==> src/ellipse_alpha_accumulate_macros.svh <==
// Assertion macros shared by the ellipse alpha accumulator.
// Each macro takes a label, the clock, the active-low reset, an antecedent,
// a consequent and a message string.
`ifndef ELLIPSE_ALPHA_ACCUMULATE_MACROS_SVH
`define ELLIPSE_ALPHA_ACCUMULATE_MACROS_SVH

`ifndef SYNTH
// The consequent must hold in the same cycle as the antecedent.
`define EAA_ASSERT_IMPL(lbl, clk, rstn, ante, cons, msg) \
  lbl: assert property (@(posedge clk) disable iff (!rstn) (ante) |-> (cons)) \
    else $error(msg);
// The consequent must hold in the cycle after the antecedent.
`define EAA_ASSERT_NEXT(lbl, clk, rstn, ante, cons, msg) \
  lbl: assert property (@(posedge clk) disable iff (!rstn) (ante) |=> (cons)) \
    else $error(msg);
`else
`define EAA_ASSERT_IMPL(lbl, clk, rstn, ante, cons, msg)
`define EAA_ASSERT_NEXT(lbl, clk, rstn, ante, cons, msg)
`endif

`endif

==> src/eaa_pkg.sv <==
package eaa_pkg;

  // Default tile edge length in pixels.
  localparam int DEF_TILE_SIZE = 64;

  // Value of the darkening step register after reset.
  localparam logic [7:0] ALPHA_INC_RESET = 8'd16;

  // Operation codes.
  localparam logic [1:0] FUNC_CLEAR = 2'd0;
  localparam logic [1:0] FUNC_DRAW  = 2'd1;
  localparam logic [1:0] FUNC_READ  = 2'd2;

  // One input item.
  typedef struct packed {
    logic [1:0]  func;
    logic [5:0]  center_x;
    logic [5:0]  center_y;
    logic [4:0]  semi_width;
    logic [4:0]  semi_height;
    logic [11:0] read_address;
  } in_item_t;

  // One result item.
  typedef struct packed {
    logic       status;
    logic [7:0] alpha_value;
  } out_item_t;

  // Commands from the sequencer to the tile memory.
  typedef struct packed {
    logic rd_en;
    logic wr_en;
    logic wr_zero;
  } mem_cmd_t;

endpackage

==> src/eaa_darken.sv <==
module eaa_darken (
  input  logic [7:0] alpha_i,
  input  logic [7:0] increase_i,
  output logic [7:0] alpha_o
);
  import eaa_pkg::*;

  logic [7:0]  step;
  logic [15:0] prod;
  logic [8:0]  sum;

  // The step halves for every sixteen levels of alpha already present.
  always_comb begin
    step    = increase_i >> alpha_i[7:4];
    prod    = 16'(step) * 16'(8'd255 - alpha_i);
    sum     = {1'b0, alpha_i} + {1'b0, prod[15:8]};
    alpha_o = sum[8] ? 8'd255 : sum[7:0];
  end

endmodule

==> config.mk <==
export PLATFORM = sky130hd
export DESIGN_NAME = eaa_darken
export DESIGN_NICKNAME = d
export VERILOG_FILES = /design/src/ellipse_alpha_accumulate_macros.svh /design/src/eaa_pkg.sv /design/src/eaa_darken.sv
export SDC_FILE = /design/constraint.sdc
export NUM_CORES = 1
export LEC_CHECK = 0
export BUFFER_PORTS_ARGS = -buffer_cell sky130_fd_sc_hd__buf_2
export CORE_UTILIZATION = 50
export DETAILED_ROUTE_END_ITERATION = 6
export GPL_ROUTABILITY_DRIVEN = 1
export PLACE_DENSITY = 0.71
export REMOVE_ABC_BUFFERS = 1
export SLEW_MARGIN = 20
export SYNTH_ARGS = -nofsm -noshare
export SYNTH_HDL_FRONTEND = slang
export SYNTH_SLANG_ARGS = --single-unit
==> constraint.sdc <==
create_clock -name vclk -period 6.9
set_input_delay 0.69 -clock vclk [all_inputs]
set_output_delay 0.69 -clock vclk [all_outputs]
set_load 0.05 [all_outputs]
* After elaboration in Yosys (flattened, before gate mapping)
Cells that the tools add are included.
Cells by class: $add $sub $neg 2, multipliers 1, shift-type cells 1, muxes and demuxes 1
Operators with widths (count):
- multiplier 9 x 9 -> 16 bit | 1
- adder 8 x 8 -> 9 bit | 1
- subtractor 8 x 8 -> 9 bit, first input constant | 1
- two-way mux 8 bit | 1
- >> shifter 8 x 4 -> 8 bit | 1
Word-level totals: bits in registers 0, bits of input ports 16, output and inout bits 8

* Logic depth before layout (Yosys ltp)
word-level depth 4, mapped depth 30, mapped depth without buffers 29

* Worst setup path before layout
No wires, ideal clock.
path type input port to output port, from in alpha_i[4], to out alpha_o[7], data arrival time 7.387 ns, required time 6.210 ns, setup slack -1.177 ns, stages 26, cells stage by stage buf_2 -> buf_1 -> mux2i_1 -> nor2_1 -> o21bai_1 -> nor2_1 -> fa_1 -> inv_1 -> fa_1 -> inv_1 -> fa_1 -> inv_1 -> fa_1 -> inv_1 -> ha_1 -> a21o_1 -> a21oi_1 -> nor3b_1 -> a2111oi_0 -> o211ai_1 -> ha_1 -> o21ai_0 -> a21boi_0 -> o21a_1 -> nor4b_1 -> o31ai_1
On the way: word-level cells in the longest chain between the ends 4, elaborated cells between the ends (all ways) 5, those cells by class 2 x add/sub; 1 x mul; 1 x shift; 1 x mux
Ends and longest elaborated chain:
- from (decl) | line eaa_darken.sv:2 | input logic [7:0] alpha_i,
- subtractor 8 x 8 -> 9 bit or >> shifter 8 x 4 -> 8 bit (tied branches) | line eaa_darken.sv:15, eaa_darken.sv:14
- multiplier 9 x 9 -> 16 bit | line eaa_darken.sv:15 | prod = 16'(step) * 16'(8'd255 - alpha_i);
- adder 8 x 8 -> 9 bit * | line eaa_darken.sv:16 | sum = {1'b0, alpha_i} + {1'b0, prod[15:8]};
- two-way mux 8 bit * | line eaa_darken.sv:17 | alpha_o = sum[8] ? 8'd255 : sum[7:0];
- to (decl) | line eaa_darken.sv:4 | output logic [7:0] alpha_o
Every way passes the cells marked *; elsewhere a longest branch is shown, timed or not.

* Worst setup path after layout
from in alpha_i[4], to out alpha_o[6]
Same word-level chain as after synthesis.

==> results.json <==
{
  "run_status": "finished, violations left",
  "violations": "negative setup slack",
  "dr_total_vias": 2919,
  "grt_util_all_layers": 0.317,
  "yosys-top-cells-area": "fa_1 27%, ha_1 19%, inv_1 8.0%",
  "p_clk_frac": 0,
  "antenna_cells": 0,
  "start_util": 0.527,
  "synthToLayoutAreaGrowth_pct": 49.3,
  "synth-warning-count": 0,
  "yosysUniqueCellTypes": 51,
  "critical_path_required_ps": 6210,
  "multi_input_area_um2": 2780,
  "internal_power_mw": 0.308,
  "yosys-top-cells-count": "58 x inv_1, 42 x ha_1, 40 x nor2_1",
  "ir_drop_mv": 0.362,
  "dr.pass1.iters": 4,
  "core_um2": 5170,
  "drive_gt1_frac": 0.457,
  "design.die.area_um2": 5750,
  "grt_max_degree": 13,
  "wirelength_um": 8950,
  "synth_top_area_cell": "fa_1",
  "finalCriticalPeriod_ps": 7360,
  "hold_violations": 0,
  "drtAntennaViolNets": 0,
  "place_area_um2": 3540,
  "nClkBuffers": 0,
  "ys_seq_area_frac": 0,
  "cp_max_fo": 8,
  "synth_cells": 334,
  "worstPathArrival_ps": 6670,
  "drc": 0,
  "sequential_cell_total": 0,
  "rsz0062_at_grt": "yes",
  "io_pins": 24,
  "switchingPower_mw": 0.377,
  "end_kind": "output port",
  "synth_area_um2": 2730,
  "period_share": 1.07,
  "setup_violations": 8,
  "drt_iter0_drc": 221,
  "fin_area_um2": 4070,
  "rows": 26,
  "maxCapViolations": 0,
  "tightest_slew_ps": 336,
  "leakage_nw": 2.17,
  "avgSynthCellArea_um2": 8.17,
  "dieHeight_um": 75.9,
  "max_stage_delay_ps": 580,
  "chipWidth_um": 75.9,
  "cp_common_cell": "buf_6",
  "max_freq_ghz": 0.136,
  "grt_pass1_vias": 3007,
  "power_density_nw_per_um2": 168,
  "seqCellArea_um2": 0,
  "num-nets-final": 550,
  "power.total_mw": 0.686,
  "swShare": 0.550,
  "worst_hold_path_type": "input pin to output port",
  "crit_slowest_cell": "fa_2",
  "path_class": "input pin to output port",
  "p_comb_frac": 1.000,
  "yosysTopAreaCellShare": 0.272,
  "drv_slew": 0,
  "grt_antenna_before_repair": 0,
  "yosys.cell_count.top_type": "inv_1",
  "finalWorstSetupSlack_ps": -462,
  "worstHoldPathCells": 4,
  "hpwl_um": 6370,
  "gp_congestion": 0.907,
  "power_frac_seq": 0,
  "start_kind": "input pin",
  "wl_per_cell_um": 17.1,
  "port_buffers": 24,
  "vias_per_cell": 5.58,
  "nFillCells": 321,
  "grt_overflow": 0,
  "max_slew_margin": 0.775,
  "grt_pass1_wl_um": 13700
}
-- layout by cell type (no fill, tap or decap), types with 3 or more instances in the layout --
cell	n
xnor2_1	7
o211ai_1	5
a21oi_2	6
a21oi_1	5
fa_2	3
nand2_1	14
nand2b_1	6
or2_4	4
nor2_1	37
o21a_1	3
fa_1	34
buf_4	104
nand3_2	4
nor3_1	6
inv_2	8
ha_1	33
buf_2	14
o21ai_0	6
mux2_2	3
a211oi_1	5
a21boi_2	3
or2_2	5
inv_1	50
or3_1	6
a21o_1	5
nand2_2	4
ha_4	7
or3_4	3
buf_6	9
mux2i_1	4
-- metal layers --
metal | wire length (µm) | up-vias | global-route usage | share of wire
met3 | 414 | 22 | 0.0198 | 0.046
li1 | - | 1359 | - | -
met2 | 4720 | 93 | 0.594 | 0.53
met1 | 3620 | 1445 | 0.399 | 0.40
met4 | 198 | 0 | 0.0638 | 0.022
met5 | 0 | - | 0 | 0
-- what timing repair did --
item                                   CTS  global route
endpoints found under the hold margin    0             0
pin swaps                               40            36
hold buffers                             0             0
setup buffers                           13             7
resized for setup                       62            32
setup endpoints to repair                8             8
-- final timing paths --
path	slack [ps]	endpoint	startpoint
min	1980	alpha_o[0]	alpha_i[0]
max	-460	alpha_o[6]	alpha_i[4]
-- through the flow --
step                      utilization  hold slack, ps  setup WS [ps]  setup TNS (ps)  std cells
after floorplan                     -            1880           -832           -3190        324
after global placement          0.684            2030           -691           -5300        503
after detailed placement        0.684            2050           -795           -6040        503
after CTS                       0.755            1980           -250           -1420        516
after global routing            0.787            2020           -695           -5310        523
final                           0.787            1980           -462           -3350        523
-- power by group through the flow --
stage	sequential, mW	clock, mW	combinational, mW
2_1_floorplan	0	0	0.339
3_3_place_gp	0	0	0.504
3_5_place_dp	0	0	0.514
4_1_cts	0	0	0.625
5_1_grt	0	0	0.736
6_report	0	0	0.686
-- final cells by class --
class | count | area share
inverters | 58 | 0.0535
multi-input cells | 266 | 0.683
well taps | 70 | 0.0215
repair buffers | 129 | 0.242
-- cell families after synthesis --
| logic type | count (synthesis) | share of synthesized area |
|---|---|---|
| and+or+nand+nor | 110 | 0.199 |
| adders and majority gates | 79 | 0.464 |
| buffers and inverters | 68 | 0.0972 |
| AOI/OAI and AO/OA | 56 | 0.161 |
| xor gates and xnor gates | 11 | 0.0353 |
| muxes | 10 | 0.0431 |
-- critical path, delay by kind of cell --
family                   cells  cell delay (ps)
buffers and inverters        8              990
AND/OR/NAND/NOR              5             1170
multiplexers                 2              320
AO/OA/AOI/OAI                8             1580
XOR/XNOR                     1              170
adder cells (fa/ha/maj)      5             1770
No activity file was read; power rests on OpenSTA's default activity.
