[src/ellipse_alpha_accumulate_macros.svh]
// Assertion macros shared by the ellipse alpha accumulator.
// Each macro takes a label, the clock, the active-low reset, an antecedent,
// a consequent and a message string.
`ifndef ELLIPSE_ALPHA_ACCUMULATE_MACROS_SVH
`define ELLIPSE_ALPHA_ACCUMULATE_MACROS_SVH

`ifndef SYNTH
// The consequent must hold in the same cycle as the antecedent.
`define EAA_ASSERT_IMPL(lbl, clk, rstn, ante, cons, msg) \
  lbl: assert property (@(posedge clk) disable iff (!rstn) (ante) |-> (cons)) \
    else $error(msg);
// The consequent must hold in the cycle after the antecedent.
`define EAA_ASSERT_NEXT(lbl, clk, rstn, ante, cons, msg) \
  lbl: assert property (@(posedge clk) disable iff (!rstn) (ante) |=> (cons)) \
    else $error(msg);
`else
`define EAA_ASSERT_IMPL(lbl, clk, rstn, ante, cons, msg)
`define EAA_ASSERT_NEXT(lbl, clk, rstn, ante, cons, msg)
`endif

`endif

[src/eaa_pkg.sv]
package eaa_pkg;

  // Default tile edge length in pixels.
  localparam int DEF_TILE_SIZE = 64;

  // Value of the darkening step register after reset.
  localparam logic [7:0] ALPHA_INC_RESET = 8'd16;

  // Operation codes.
  localparam logic [1:0] FUNC_CLEAR = 2'd0;
  localparam logic [1:0] FUNC_DRAW  = 2'd1;
  localparam logic [1:0] FUNC_READ  = 2'd2;

  // One input item.
  typedef struct packed {
    logic [1:0]  func;
    logic [5:0]  center_x;
    logic [5:0]  center_y;
    logic [4:0]  semi_width;
    logic [4:0]  semi_height;
    logic [11:0] read_address;
  } in_item_t;

  // One result item.
  typedef struct packed {
    logic       status;
    logic [7:0] alpha_value;
  } out_item_t;

  // Commands from the sequencer to the tile memory.
  typedef struct packed {
    logic rd_en;
    logic wr_en;
    logic wr_zero;
  } mem_cmd_t;

endpackage

[src/eaa_seq.sv]
`include "ellipse_alpha_accumulate_macros.svh"

module eaa_seq #(
  parameter int TILE_SIZE = eaa_pkg::DEF_TILE_SIZE,
  localparam int TilePixels = TILE_SIZE * TILE_SIZE,
  localparam int AW = $clog2(TilePixels),
  localparam int CW = $clog2(TILE_SIZE)
) (
  input  logic               clk_i,
  input  logic               rst_ni,
  input  logic               in_valid_i,
  output logic               in_ready_o,
  input  eaa_pkg::in_item_t  in_item_i,
  output logic               out_valid_o,
  input  logic               out_ready_i,
  output eaa_pkg::out_item_t out_item_o,
  output eaa_pkg::mem_cmd_t  mem_cmd_o,
  output logic [AW-1:0]      rd_addr_o,
  output logic [AW-1:0]      wr_addr_o,
  input  logic [7:0]         rd_data_i
);
  import eaa_pkg::*;

  localparam logic [3:0] S_CLEAR     = 4'd0;
  localparam logic [3:0] S_IDLE      = 4'd1;
  localparam logic [3:0] S_READ      = 4'd2;
  localparam logic [3:0] S_READ_DONE = 4'd3;
  localparam logic [3:0] S_SETUP     = 4'd4;
  localparam logic [3:0] S_SETUP2    = 4'd5;
  localparam logic [3:0] S_SEG       = 4'd6;
  localparam logic [3:0] S_Y1        = 4'd7;
  localparam logic [3:0] S_Y2        = 4'd8;
  localparam logic [3:0] S_L1        = 4'd9;
  localparam logic [3:0] S_L2        = 4'd10;
  localparam logic [3:0] S_L3        = 4'd11;
  localparam logic [3:0] S_DONE      = 4'd12;

  localparam logic [1:0] PH_CENTRE = 2'd0;
  localparam logic [1:0] PH_UPPER  = 2'd1;
  localparam logic [1:0] PH_LOWER  = 2'd2;

  localparam logic [AW-1:0] LastPixel = AW'(TilePixels - 1);

  // Control state.
  logic [3:0]    state_q, state_d;
  logic [AW-1:0] clr_cnt_q, clr_cnt_d;
  logic          clr_item_q, clr_item_d;
  logic          pend_q, pend_d;
  logic          out_valid_q, out_valid_d;

  // Datapath registers.
  logic [5:0]    cx_q, cx_d, cy_q, cy_d;
  logic [4:0]    w_q, w_d, h_q, h_d, y_q, y_d;
  logic [9:0]    ww_q, ww_d, hh_q, hh_d, yy_q, yy_d;
  logic [19:0]   wh_q, wh_d, yyww_q, yyww_d, lhh_q, lhh_d;
  logic [10:0]   lsq_q, lsq_d;
  logic [5:0]    lim_q, lim_d, span_q, span_d, shrink_q, shrink_d;
  logic [CW-1:0] seg_col_q, seg_col_d, seg_end_q, seg_end_d, seg_row_q, seg_row_d;
  logic [1:0]    phase_q, phase_d;
  logic [AW-1:0] pend_addr_q, pend_addr_d, rd_addr_q, rd_addr_d;
  out_item_t     res_q, res_d, out_q, out_d;

  logic [AW-1:0] seg_addr;
  logic [7:0]    lim_start;
  logic [20:0]   lhs;

  // Linear address of the pixel under the segment walker.
  assign seg_addr = AW'(seg_row_q) * AW'(TILE_SIZE) + AW'(seg_col_q);

  // Next search start: previous span less previous shrink plus one, floored at zero.
  assign lim_start = {2'b00, span_q} - {2'b00, shrink_q} + 8'd1;
  assign lhs = 21'(lhh_q) + 21'(yyww_q);

  // Sequencer: clear sweep, pixel reads, and the scanline fill of a draw.
  always_comb begin
    state_d     = state_q;
    clr_cnt_d   = clr_cnt_q;
    clr_item_d  = clr_item_q;
    pend_d      = 1'b0;
    out_valid_d = out_valid_q & ~out_ready_i;
    cx_d        = cx_q;
    cy_d        = cy_q;
    w_d         = w_q;
    h_d         = h_q;
    y_d         = y_q;
    ww_d        = ww_q;
    hh_d        = hh_q;
    yy_d        = yy_q;
    wh_d        = wh_q;
    yyww_d      = yyww_q;
    lhh_d       = lhh_q;
    lsq_d       = lsq_q;
    lim_d       = lim_q;
    span_d      = span_q;
    shrink_d    = shrink_q;
    seg_col_d   = seg_col_q;
    seg_end_d   = seg_end_q;
    seg_row_d   = seg_row_q;
    phase_d     = phase_q;
    pend_addr_d = pend_addr_q;
    rd_addr_d   = rd_addr_q;
    res_d       = res_q;
    out_d       = out_q;

    mem_cmd_o       = '0;
    mem_cmd_o.wr_en = pend_q;
    rd_addr_o       = seg_addr;
    wr_addr_o       = pend_addr_q;
    in_ready_o      = (state_q == S_IDLE);

    case (state_q)
      S_CLEAR: begin
        mem_cmd_o.wr_en   = 1'b1;
        mem_cmd_o.wr_zero = 1'b1;
        wr_addr_o         = clr_cnt_q;
        clr_cnt_d         = clr_cnt_q + 1'b1;
        if (clr_cnt_q == LastPixel) begin
          clr_cnt_d  = '0;
          clr_item_d = 1'b0;
          res_d      = '0;
          state_d    = clr_item_q ? S_DONE : S_IDLE;
        end
      end
      S_IDLE: begin
        if (in_valid_i) begin
          res_d = '0;
          case (in_item_i.func)
            FUNC_CLEAR: begin
              clr_item_d = 1'b1;
              state_d    = S_CLEAR;
            end
            FUNC_DRAW: begin
              cx_d = in_item_i.center_x;
              cy_d = in_item_i.center_y;
              w_d  = in_item_i.semi_width;
              h_d  = in_item_i.semi_height;
              if (in_item_i.center_x >= 6'(in_item_i.semi_width) &&
                  in_item_i.center_y >= 6'(in_item_i.semi_height) &&
                  9'(in_item_i.center_x) + 9'(in_item_i.semi_width) < 9'(TILE_SIZE) &&
                  9'(in_item_i.center_y) + 9'(in_item_i.semi_height) < 9'(TILE_SIZE)) begin
                state_d = S_SETUP;
              end else begin
                res_d.status = 1'b1;
                state_d      = S_DONE;
              end
            end
            FUNC_READ: begin
              rd_addr_d = AW'(in_item_i.read_address);
              if (32'(in_item_i.read_address) < 32'(TilePixels)) begin
                state_d = S_READ;
              end else begin
                state_d = S_DONE;
              end
            end
            default: begin
              state_d = S_DONE;
            end
          endcase
        end
      end
      S_READ: begin
        mem_cmd_o.rd_en = 1'b1;
        rd_addr_o       = rd_addr_q;
        state_d         = S_READ_DONE;
      end
      S_READ_DONE: begin
        res_d.alpha_value = rd_data_i;
        state_d           = S_DONE;
      end
      S_SETUP: begin
        // Squares of the semi-axes; the centre row spans the full width.
        ww_d      = 10'(w_q) * 10'(w_q);
        hh_d      = 10'(h_q) * 10'(h_q);
        span_d    = {1'b0, w_q};
        shrink_d  = '0;
        y_d       = '0;
        seg_col_d = CW'(9'(cx_q) - 9'(w_q));
        seg_end_d = CW'(9'(cx_q) + 9'(w_q));
        seg_row_d = CW'(cy_q);
        phase_d   = PH_CENTRE;
        state_d   = S_SETUP2;
      end
      S_SETUP2: begin
        wh_d    = 20'(ww_q) * 20'(hh_q);
        state_d = S_SEG;
      end
      S_SEG: begin
        // Read one pixel; its write-back follows in the next cycle.
        mem_cmd_o.rd_en = 1'b1;
        pend_d          = 1'b1;
        pend_addr_d     = seg_addr;
        if (seg_col_q == seg_end_q) begin
          if (phase_q == PH_UPPER) begin
            seg_row_d = CW'(9'(cy_q) + 9'(y_q));
            seg_col_d = CW'(9'(cx_q) - 9'(span_q));
            phase_d   = PH_LOWER;
          end else if (y_q == h_q) begin
            state_d = S_DONE;
          end else begin
            y_d     = y_q + 1'b1;
            state_d = S_Y1;
          end
        end else begin
          seg_col_d = seg_col_q + 1'b1;
        end
      end
      S_Y1: begin
        yy_d    = 10'(y_q) * 10'(y_q);
        lim_d   = lim_start[7] ? 6'd0 : lim_start[5:0];
        state_d = S_Y2;
      end
      S_Y2: begin
        yyww_d  = 20'(yy_q) * 20'(ww_q);
        state_d = S_L1;
      end
      S_L1: begin
        lsq_d   = 11'(lim_q) * 11'(lim_q);
        state_d = S_L2;
      end
      S_L2: begin
        lhh_d   = 20'(lsq_q) * 20'(hh_q);
        state_d = S_L3;
      end
      S_L3: begin
        // Shrink the half-span while the point lies outside the ellipse.
        if (lim_q != 6'd0 && lhs > 21'(wh_q)) begin
          lim_d   = lim_q - 1'b1;
          state_d = S_L1;
        end else begin
          shrink_d  = span_q - lim_q;
          span_d    = lim_q;
          seg_col_d = CW'(9'(cx_q) - 9'(lim_q));
          seg_end_d = CW'(9'(cx_q) + 9'(lim_q));
          seg_row_d = CW'(9'(cy_q) - 9'(y_q));
          phase_d   = PH_UPPER;
          state_d   = S_SEG;
        end
      end
      S_DONE: begin
        if (!out_valid_q || out_ready_i) begin
          out_d       = res_q;
          out_valid_d = 1'b1;
          state_d     = S_IDLE;
        end
      end
      default: begin
        state_d = S_IDLE;
      end
    endcase
  end

  // Control registers; reset starts the clearing pass.
  always_ff @(posedge clk_i or negedge rst_ni) begin
    if (!rst_ni) begin
      state_q     <= S_CLEAR;
      clr_cnt_q   <= '0;
      clr_item_q  <= 1'b0;
      pend_q      <= 1'b0;
      out_valid_q <= 1'b0;
    end else begin
      state_q     <= state_d;
      clr_cnt_q   <= clr_cnt_d;
      clr_item_q  <= clr_item_d;
      pend_q      <= pend_d;
      out_valid_q <= out_valid_d;
    end
  end

  // Datapath registers.
  always_ff @(posedge clk_i) begin
    cx_q        <= cx_d;
    cy_q        <= cy_d;
    w_q         <= w_d;
    h_q         <= h_d;
    y_q         <= y_d;
    ww_q        <= ww_d;
    hh_q        <= hh_d;
    yy_q        <= yy_d;
    wh_q        <= wh_d;
    yyww_q      <= yyww_d;
    lhh_q       <= lhh_d;
    lsq_q       <= lsq_d;
    lim_q       <= lim_d;
    span_q      <= span_d;
    shrink_q    <= shrink_d;
    seg_col_q   <= seg_col_d;
    seg_end_q   <= seg_end_d;
    seg_row_q   <= seg_row_d;
    phase_q     <= phase_d;
    pend_addr_q <= pend_addr_d;
    rd_addr_q   <= rd_addr_d;
    res_q       <= res_d;
    out_q       <= out_d;
  end

  assign out_valid_o = out_valid_q;
  assign out_item_o  = out_q;

  // Pixels of one draw are all distinct, so a read never meets the pending write.
  `EAA_ASSERT_IMPL(a_rw_apart, clk_i, rst_ni, mem_cmd_o.rd_en && mem_cmd_o.wr_en, rd_addr_o != wr_addr_o, "read and write address the same pixel")
  `EAA_ASSERT_IMPL(a_lim_bound, clk_i, rst_ni, state_q == S_L3, lim_q <= ({1'b0, w_q} + 6'd1), "half-span search above semi-width plus one")
  `EAA_ASSERT_IMPL(a_seg_order, clk_i, rst_ni, state_q == S_SEG, seg_col_q <= seg_end_q, "segment walker passed its end column")
  `EAA_ASSERT_NEXT(a_wr_follows_rd, clk_i, rst_ni, state_q == S_SEG, mem_cmd_o.wr_en && !mem_cmd_o.wr_zero, "pixel read without write-back")

endmodule

[config.mk]
export PLATFORM = sky130hd
export DESIGN_NAME = eaa_seq
export DESIGN_NICKNAME = d
export VERILOG_FILES = /design/src/eaa_pkg.sv /design/src/eaa_seq.sv
export VERILOG_INCLUDE_DIRS = /design/src /design/src/src
export SDC_FILE = /design/constraint.sdc
export NUM_CORES = 1
export LEC_CHECK = 0
export BUFFER_PORTS_ARGS = -buffer_cell sky130_fd_sc_hd__clkbuf_2
export CORE_ASPECT_RATIO = 1.2
export CORE_MARGIN = 1
export CORE_UTILIZATION = 35
export CTS_CLUSTER_SIZE = 30
export DETAILED_ROUTE_END_ITERATION = 10
export HOLD_SLACK_MARGIN = 0.05
export PLACE_DENSITY = 0.48
export SYNTH_ARGS = -nofsm -noshare
export SYNTH_HDL_FRONTEND = slang
export SYNTH_SLANG_ARGS = --single-unit
[constraint.sdc]
create_clock -name clk_i -period 5.95 [get_ports clk_i]
set_clock_uncertainty 0.05 [all_clocks]
set_input_delay 0 -clock clk_i [delete_from_list [all_inputs] [get_ports clk_i]]
set_output_delay 0 -clock clk_i [all_outputs]
set_load 0.1 [all_outputs]
## Word-level counts from Yosys, hierarchy flattened

Cells that the tools add are included.

| storage, ports and cells | value |
|---|---|
| flip-flop bits (word level) | 227 |
| input bits | 48 |
| word-level logic and storage cells | 173 |
| output and inout bits | 38 |

| operators by class | value |
|---|---|
| multipliers | 7 |
| equal/unequal tests | 29 |
| $add $sub $neg | 18 |
| reductions and logical operators | 28 |
| bitwise operators | 2 |
| magnitude comparators | 5 |
| muxes and demuxes | 54 |

Operators with widths:

| cell | count |
|---|---|
| two-way mux 6 bit | 11 |
| case mux 4 bit (13 select lines) | 1 |
| case mux 6 bit (2 select lines) | 4 |
| multiplier 10 x 10 -> 20 bit | 2 |
| two-way mux 12 bit | 3 |
| two-way mux 4 bit | 9 |
| case mux 6 bit (3 select lines) | 2 |
| multiplier 5 x 5 -> 10 bit | 3 |
| case mux 8 bit (3 select lines) | 1 |
| adder 20 x 20 -> 21 bit | 1 |
| > comparator 21 x 20 -> 1 bit | 1 |
| == test 4 bit, second input constant | 5 |
| multiplier 11 x 10 -> 20 bit | 1 |
| two-way mux 9 bit | 2 |
| != test 2 bit, second input constant | 9 |
| subtractor 6 bit | 3 |
| == test 4 x 3 -> 1 bit, second input constant | 4 |
| two-way mux 5 bit | 3 |
| AND reduction 3 bit | 5 |
| adder 6 x 5 -> 7 bit | 2 |
| less-than comparator 7 bit, second input constant | 2 |
| adder 12 x 1 -> 12 bit, second input constant | 1 |
| adder 12 x 6 -> 12 bit | 1 |
| adder 6 x 5 -> 6 bit | 2 |
| 38 further kinds | 65 |

## Logic depth before layout (Yosys ltp)

| depth | value |
|---|---|
| depth after elaboration | 8 |
| mapped depth | 21 |
| depth with buffers taken out | 19 |

## Worst setup path before layout

No wires, ideal clock.

| timing path | value |
|---|---|
| path type | register to register |
| start point | register hh_q[7] |
| end point | register lhh_q[19] (data pin) |
| slack | 0.637 ns |
| buffers on the path | 2 |
| clock period less this slack | 5.313 ns |
| arrival time | 5.004 ns |
| cell stages (with the launch flop) | 21 |
| data required time | 5.641 ns |
| path through | edfxtp_1 -> clkbuf_1 -> clkbuf_1 -> nand2_1 -> fa_1 -> inv_1 -> fa_1 -> inv_1 -> fa_1 -> inv_1 -> fa_1 -> inv_1 -> fa_1 -> inv_1 -> ha_1 -> nand3_1 -> and2_1 -> o221ai_1 -> a221oi_1 -> a21oi_1 -> xnor2_1 |

| on the way | value |
|---|---|
| longest elaborated chain between the ends | 1 |

RTL lines:

| element | line | text |
|---|---|---|
| start: declaration | eaa_seq.sv:54 | `logic [9:0] ww_q, ww_d, hh_q, hh_d, yy_q, yy_d;` |
| start signal: assignment | eaa_seq.sv:277 | `hh_q <= hh_d;` |
| multiplier 11 x 10 -> 20 bit | eaa_seq.sv:221 | `lhh_d = 20'(lsq_q) * 20'(hh_q);` |
| end signal: assignment | eaa_seq.sv:281 | `lhh_q <= lhh_d;` |
| end: declaration | eaa_seq.sv:55 | `logic [19:0] wh_q, wh_d, yyww_q, yyww_d, lhh_q, lhh_d;` |

Every way passes these cells.
A chain may end at the register's enable or synchronous reset.

## Worst setup path after layout

| timing path | value |
|---|---|
| start point | register hh_q[9] |
| end point | register lhh_q[19] (data pin) |

Same word-level chain as after synthesis.

==> metrics.md <==
| Metric | Value |
|---|---|
| Syn Inst Count | `2,187` |
| Post-synth top area cell | `edfxtp_1` |
| Core area | `62,300 um2` |
| Hold slack | `96.5 ps` |
| Die Width | `232 um` |
| Most used cell, CP | `fa_1` |
| Final Slew Violations | `0` |
| RSZ-0062 raised after global routing | `no` |
| Seq cells post-synth | `220` |
| Top post-synthesis cells by area | `edfxtp_1 (27%), ha_1 (19%), fa_1 (16%), and2_1 (5.5%), inv_1 (4.9%)` |
| Share of the synthesized area in the top cell type | `27.3%` |
| Arrival time at the worst endpoint | `5700 ps` |
| CP max stage delay | `830 ps` |
| Post-route ant nets | `0` |
| Number of warnings issued by yosys | `0` |
| Synth cell count leaders | `ha_1 (329), inv_1 (291), edfxtp_1 (201)` |
| Adder-Cell Fraction of Synth Area | `34.4%` |
| Synth Cell Area | `22,100 um2` |
| Total CTS buffers | `26` |
| Status | `complete, no violations` |
| Total track usage | `17.2%` |
| Post-synth ARST share | `8.64%` |
| Htree depth | `1` |
| Fmax | `184 MHz` |
| Area of the die | `64,300 um2` |
| Root buffer cell | `clkbuf_16` |
| Clk slew on worst S/H paths | `60 ps` |
| CP Class | `reg -> reg` |
| Mux cell area share after synthesis | `0.853%` |
| Drt pass-1 iters | `5` |
| Initial detailed-routing violation count | `517` |
| Synth Area in XOR/XNOR | `5.85%` |
| Worst path bufs/invs | `3` |
| Cell chain of the critical path | `nand2_1 > fa_1 > inv_1 > fa_1 > fa_1 > inv_1 > fa_1 > inv_1 > ha_1 > ha_1 > a21oi_1 > and2_1 > o221ai_1 > a221oi_1 > a21oi_1 > xnor2_1` |
| Final period utilization | `91.4%` |
| Final net count | `2,882` |
| Final Cell Area | `25,000 um2` |
| Critical-path maximum fanout | `19` |
| Antenna violations before repair | `1` |
| GPL Wtd Cong | `0.824` |
| Share of cells above drive strength 1 | `7.66%` |
| Total gr overflow | `0` |
| Pre-CTS setup slack | `432 ps` |
| CTS resizes | `0` |
| CTS tree | `yes` |
| Port bufs | `85` |
| Synth Area in Simple Gates | `15.0%` |
| Class of the worst hold path | `in -> reg` |
| Multi-input gate area | `14,400 um2` |
| Post-synthesis area per instance | `10.1 um2` |
| Post-DR vias/cell | `4.84` |
| Synth cell types | `74` |
| Vias in the first global route | `16,500` |
| Main combinational cell family by area after synthesis | `adder cells` |
| Power Density | `533 nW/um2` |
| Leak | `11.7 nW` |
| Chip height | `278 um` |
| Crit path required time | `6210 ps` |
| Ports | `86` |
| Max clock buf depth | `3` |
| Least-Margin Pin Slew | `1220 ps` |
| Area growth, synth to finish | `13.0%` |
| Crit. End Element | `flop` |
| Slew margin rel. | `18.5%` |
| Post-synth top flop | `edfxtp_1` |
| Compound-Gate Fraction of Synth Area | `8.56%` |
| Largest net degree at the start of global routing | `23` |
| Total number of vias | `15,300` |
| Post-route minimum period | `5440 ps` |
| VDD IR-drop max | `359 uV` |
| Seq. cell area | `6510 um2` |
| First-pass GRT wire length | `87.1 mm` |
| Final hold viol count | `0` |
| Rows | `100` |
| Drt total wl | `54.2 mm` |
| Startpoint Class | `flop` |
| Setup violators final | `0` |
| Clock sinks | `220` |
| DR WL/cell | `17.1 um` |
| Max-cap violation count | `0` |
| Initial core utilization | `35.5%` |
| EDFF count, synth | `201` |
| Post-route setup TNS | `0 ps` |
| Worst path top cell family by delay | `adder cells` |
| Most frequent cell after synthesis | `ha_1` |
| Worst R2R Path Depth | `16` |
| Placed inst area | `23,600 um2` |
| Fill count | `6,107` |
| Setup ws final | `515 ps` |
| Worst-Skew Late Latency | `570 ps` |
| Stages on worst setup path | `16` |
| CP max-delay cell | `edfxtp_1` |
| DRC | `0` |
| Register area share after synthesis | `29.4%` |
| Diodes inserted | `0` |
| Final HPWL DP | `43.9 mm` |
| Hold Path Cell Cnt | `2` |
-- metrics by stage --
stage          instances  power, mW  util (%)
4_1_cts             3165       13.6      40.2
2_1_floorplan       2200       9.47         -
5_1_grt             3165       14.7      40.2
3_5_place_dp        3068       11.7      37.9
3_3_place_gp        3068       11.7      37.9
6_report            3165       13.3      40.2
-- per-layer routing --
layer	share of wire, %	up-vias	global-route usage (%)
li1	-	7581	-
met1	42	7439	20.3
met2	51	215	31.7
met3	2.3	80	1.52
met4	4.1	2	6.98
met5	0.018	-	0
-- placed cells by master, fill, tap and decap left out, types with 31 or more instances in the layout --
master,synthesis,layout
nor2_1,106,104
dlygate4sd3_1,0,50
a21o_1,31,31
inv_1,291,291
and2_1,194,194
xnor2_1,106,106
o21ai_0,50,50
nand2_1,192,192
clkbuf_2,0,85
a21oi_1,99,99
edfxtp_1,201,201
ha_1,329,329
fa_1,175,175
xor2_1,42,42
-- layout make-up --
class / instances / share of cell area (%)
clock buffers: 35 / 3.11
clock inverters: 12 / 0.495
well taps: 816 / 4.08
multi-input cells: 1631 / 57.5
inverters: 295 / 4.42
flip-flops and latches: 220 / 26.0
repair buffers: 156 / 4.33
-- worst reg2reg max path, stage by stage (launching register included) --
cell and delay (ps):
edfxtp_1 830, nand2_1 190, fa_1 560, inv_1 60, fa_1 510, fa_1 550
inv_1 60, fa_1 530, inv_1 40, ha_1 280, ha_1 370, a21oi_1 200
and2_1 160, o221ai_1 150, a221oi_1 390, a21oi_1 130, xnor2_1 140
-- final timing paths --
kind,startpoint,end,slack (ps)
min in group asynchronous,rst_ni,clr_cnt_q[11],640
hold reg to reg,res_q[2],out_item_o[2],370
hold / removal,in_item_i[2],rd_addr_q[2],100
max in group asynchronous,rst_ni,state_q[3],4600
setup reg to reg,hh_q[9],lhh_q[19],510
setup / recovery,hh_q[9],lhh_q[19],510
-- sequential cells by signal (all words and copies together) (netlist names), 9 cells and up --
signal / flops
yyww_q: 19
hh_q: 9
res_q: 9
out_item_o: 9
pend_addr_q: 12
lsq_q: 10
clr_cnt_q: 12
yy_q: 9
ww_q: 9
wh_q: 19
lhh_q: 19
rd_addr_q: 12
-- logic make-up after synthesis --
logic type | Yosys count
other cells | 2
mux | 17
buf+inv | 349
flops | 220
compound gates | 300
fa+ha+maj | 504
xor+xnor | 148
simple gates | 647
-- power by group --
group          leakage [nW]  switching, mW  internal, mW
combinational          9.16           5.33          3.62
sequential             2.09          0.272          2.41
clock                 0.443          0.687          1.00
-- what timing repair did --
action | CTS | global route
hold endpoints to repair | 79 | 0
setup buffers | 0 | 0
hold buffers | 50 | 0
(Power assumes the default switching activity.)
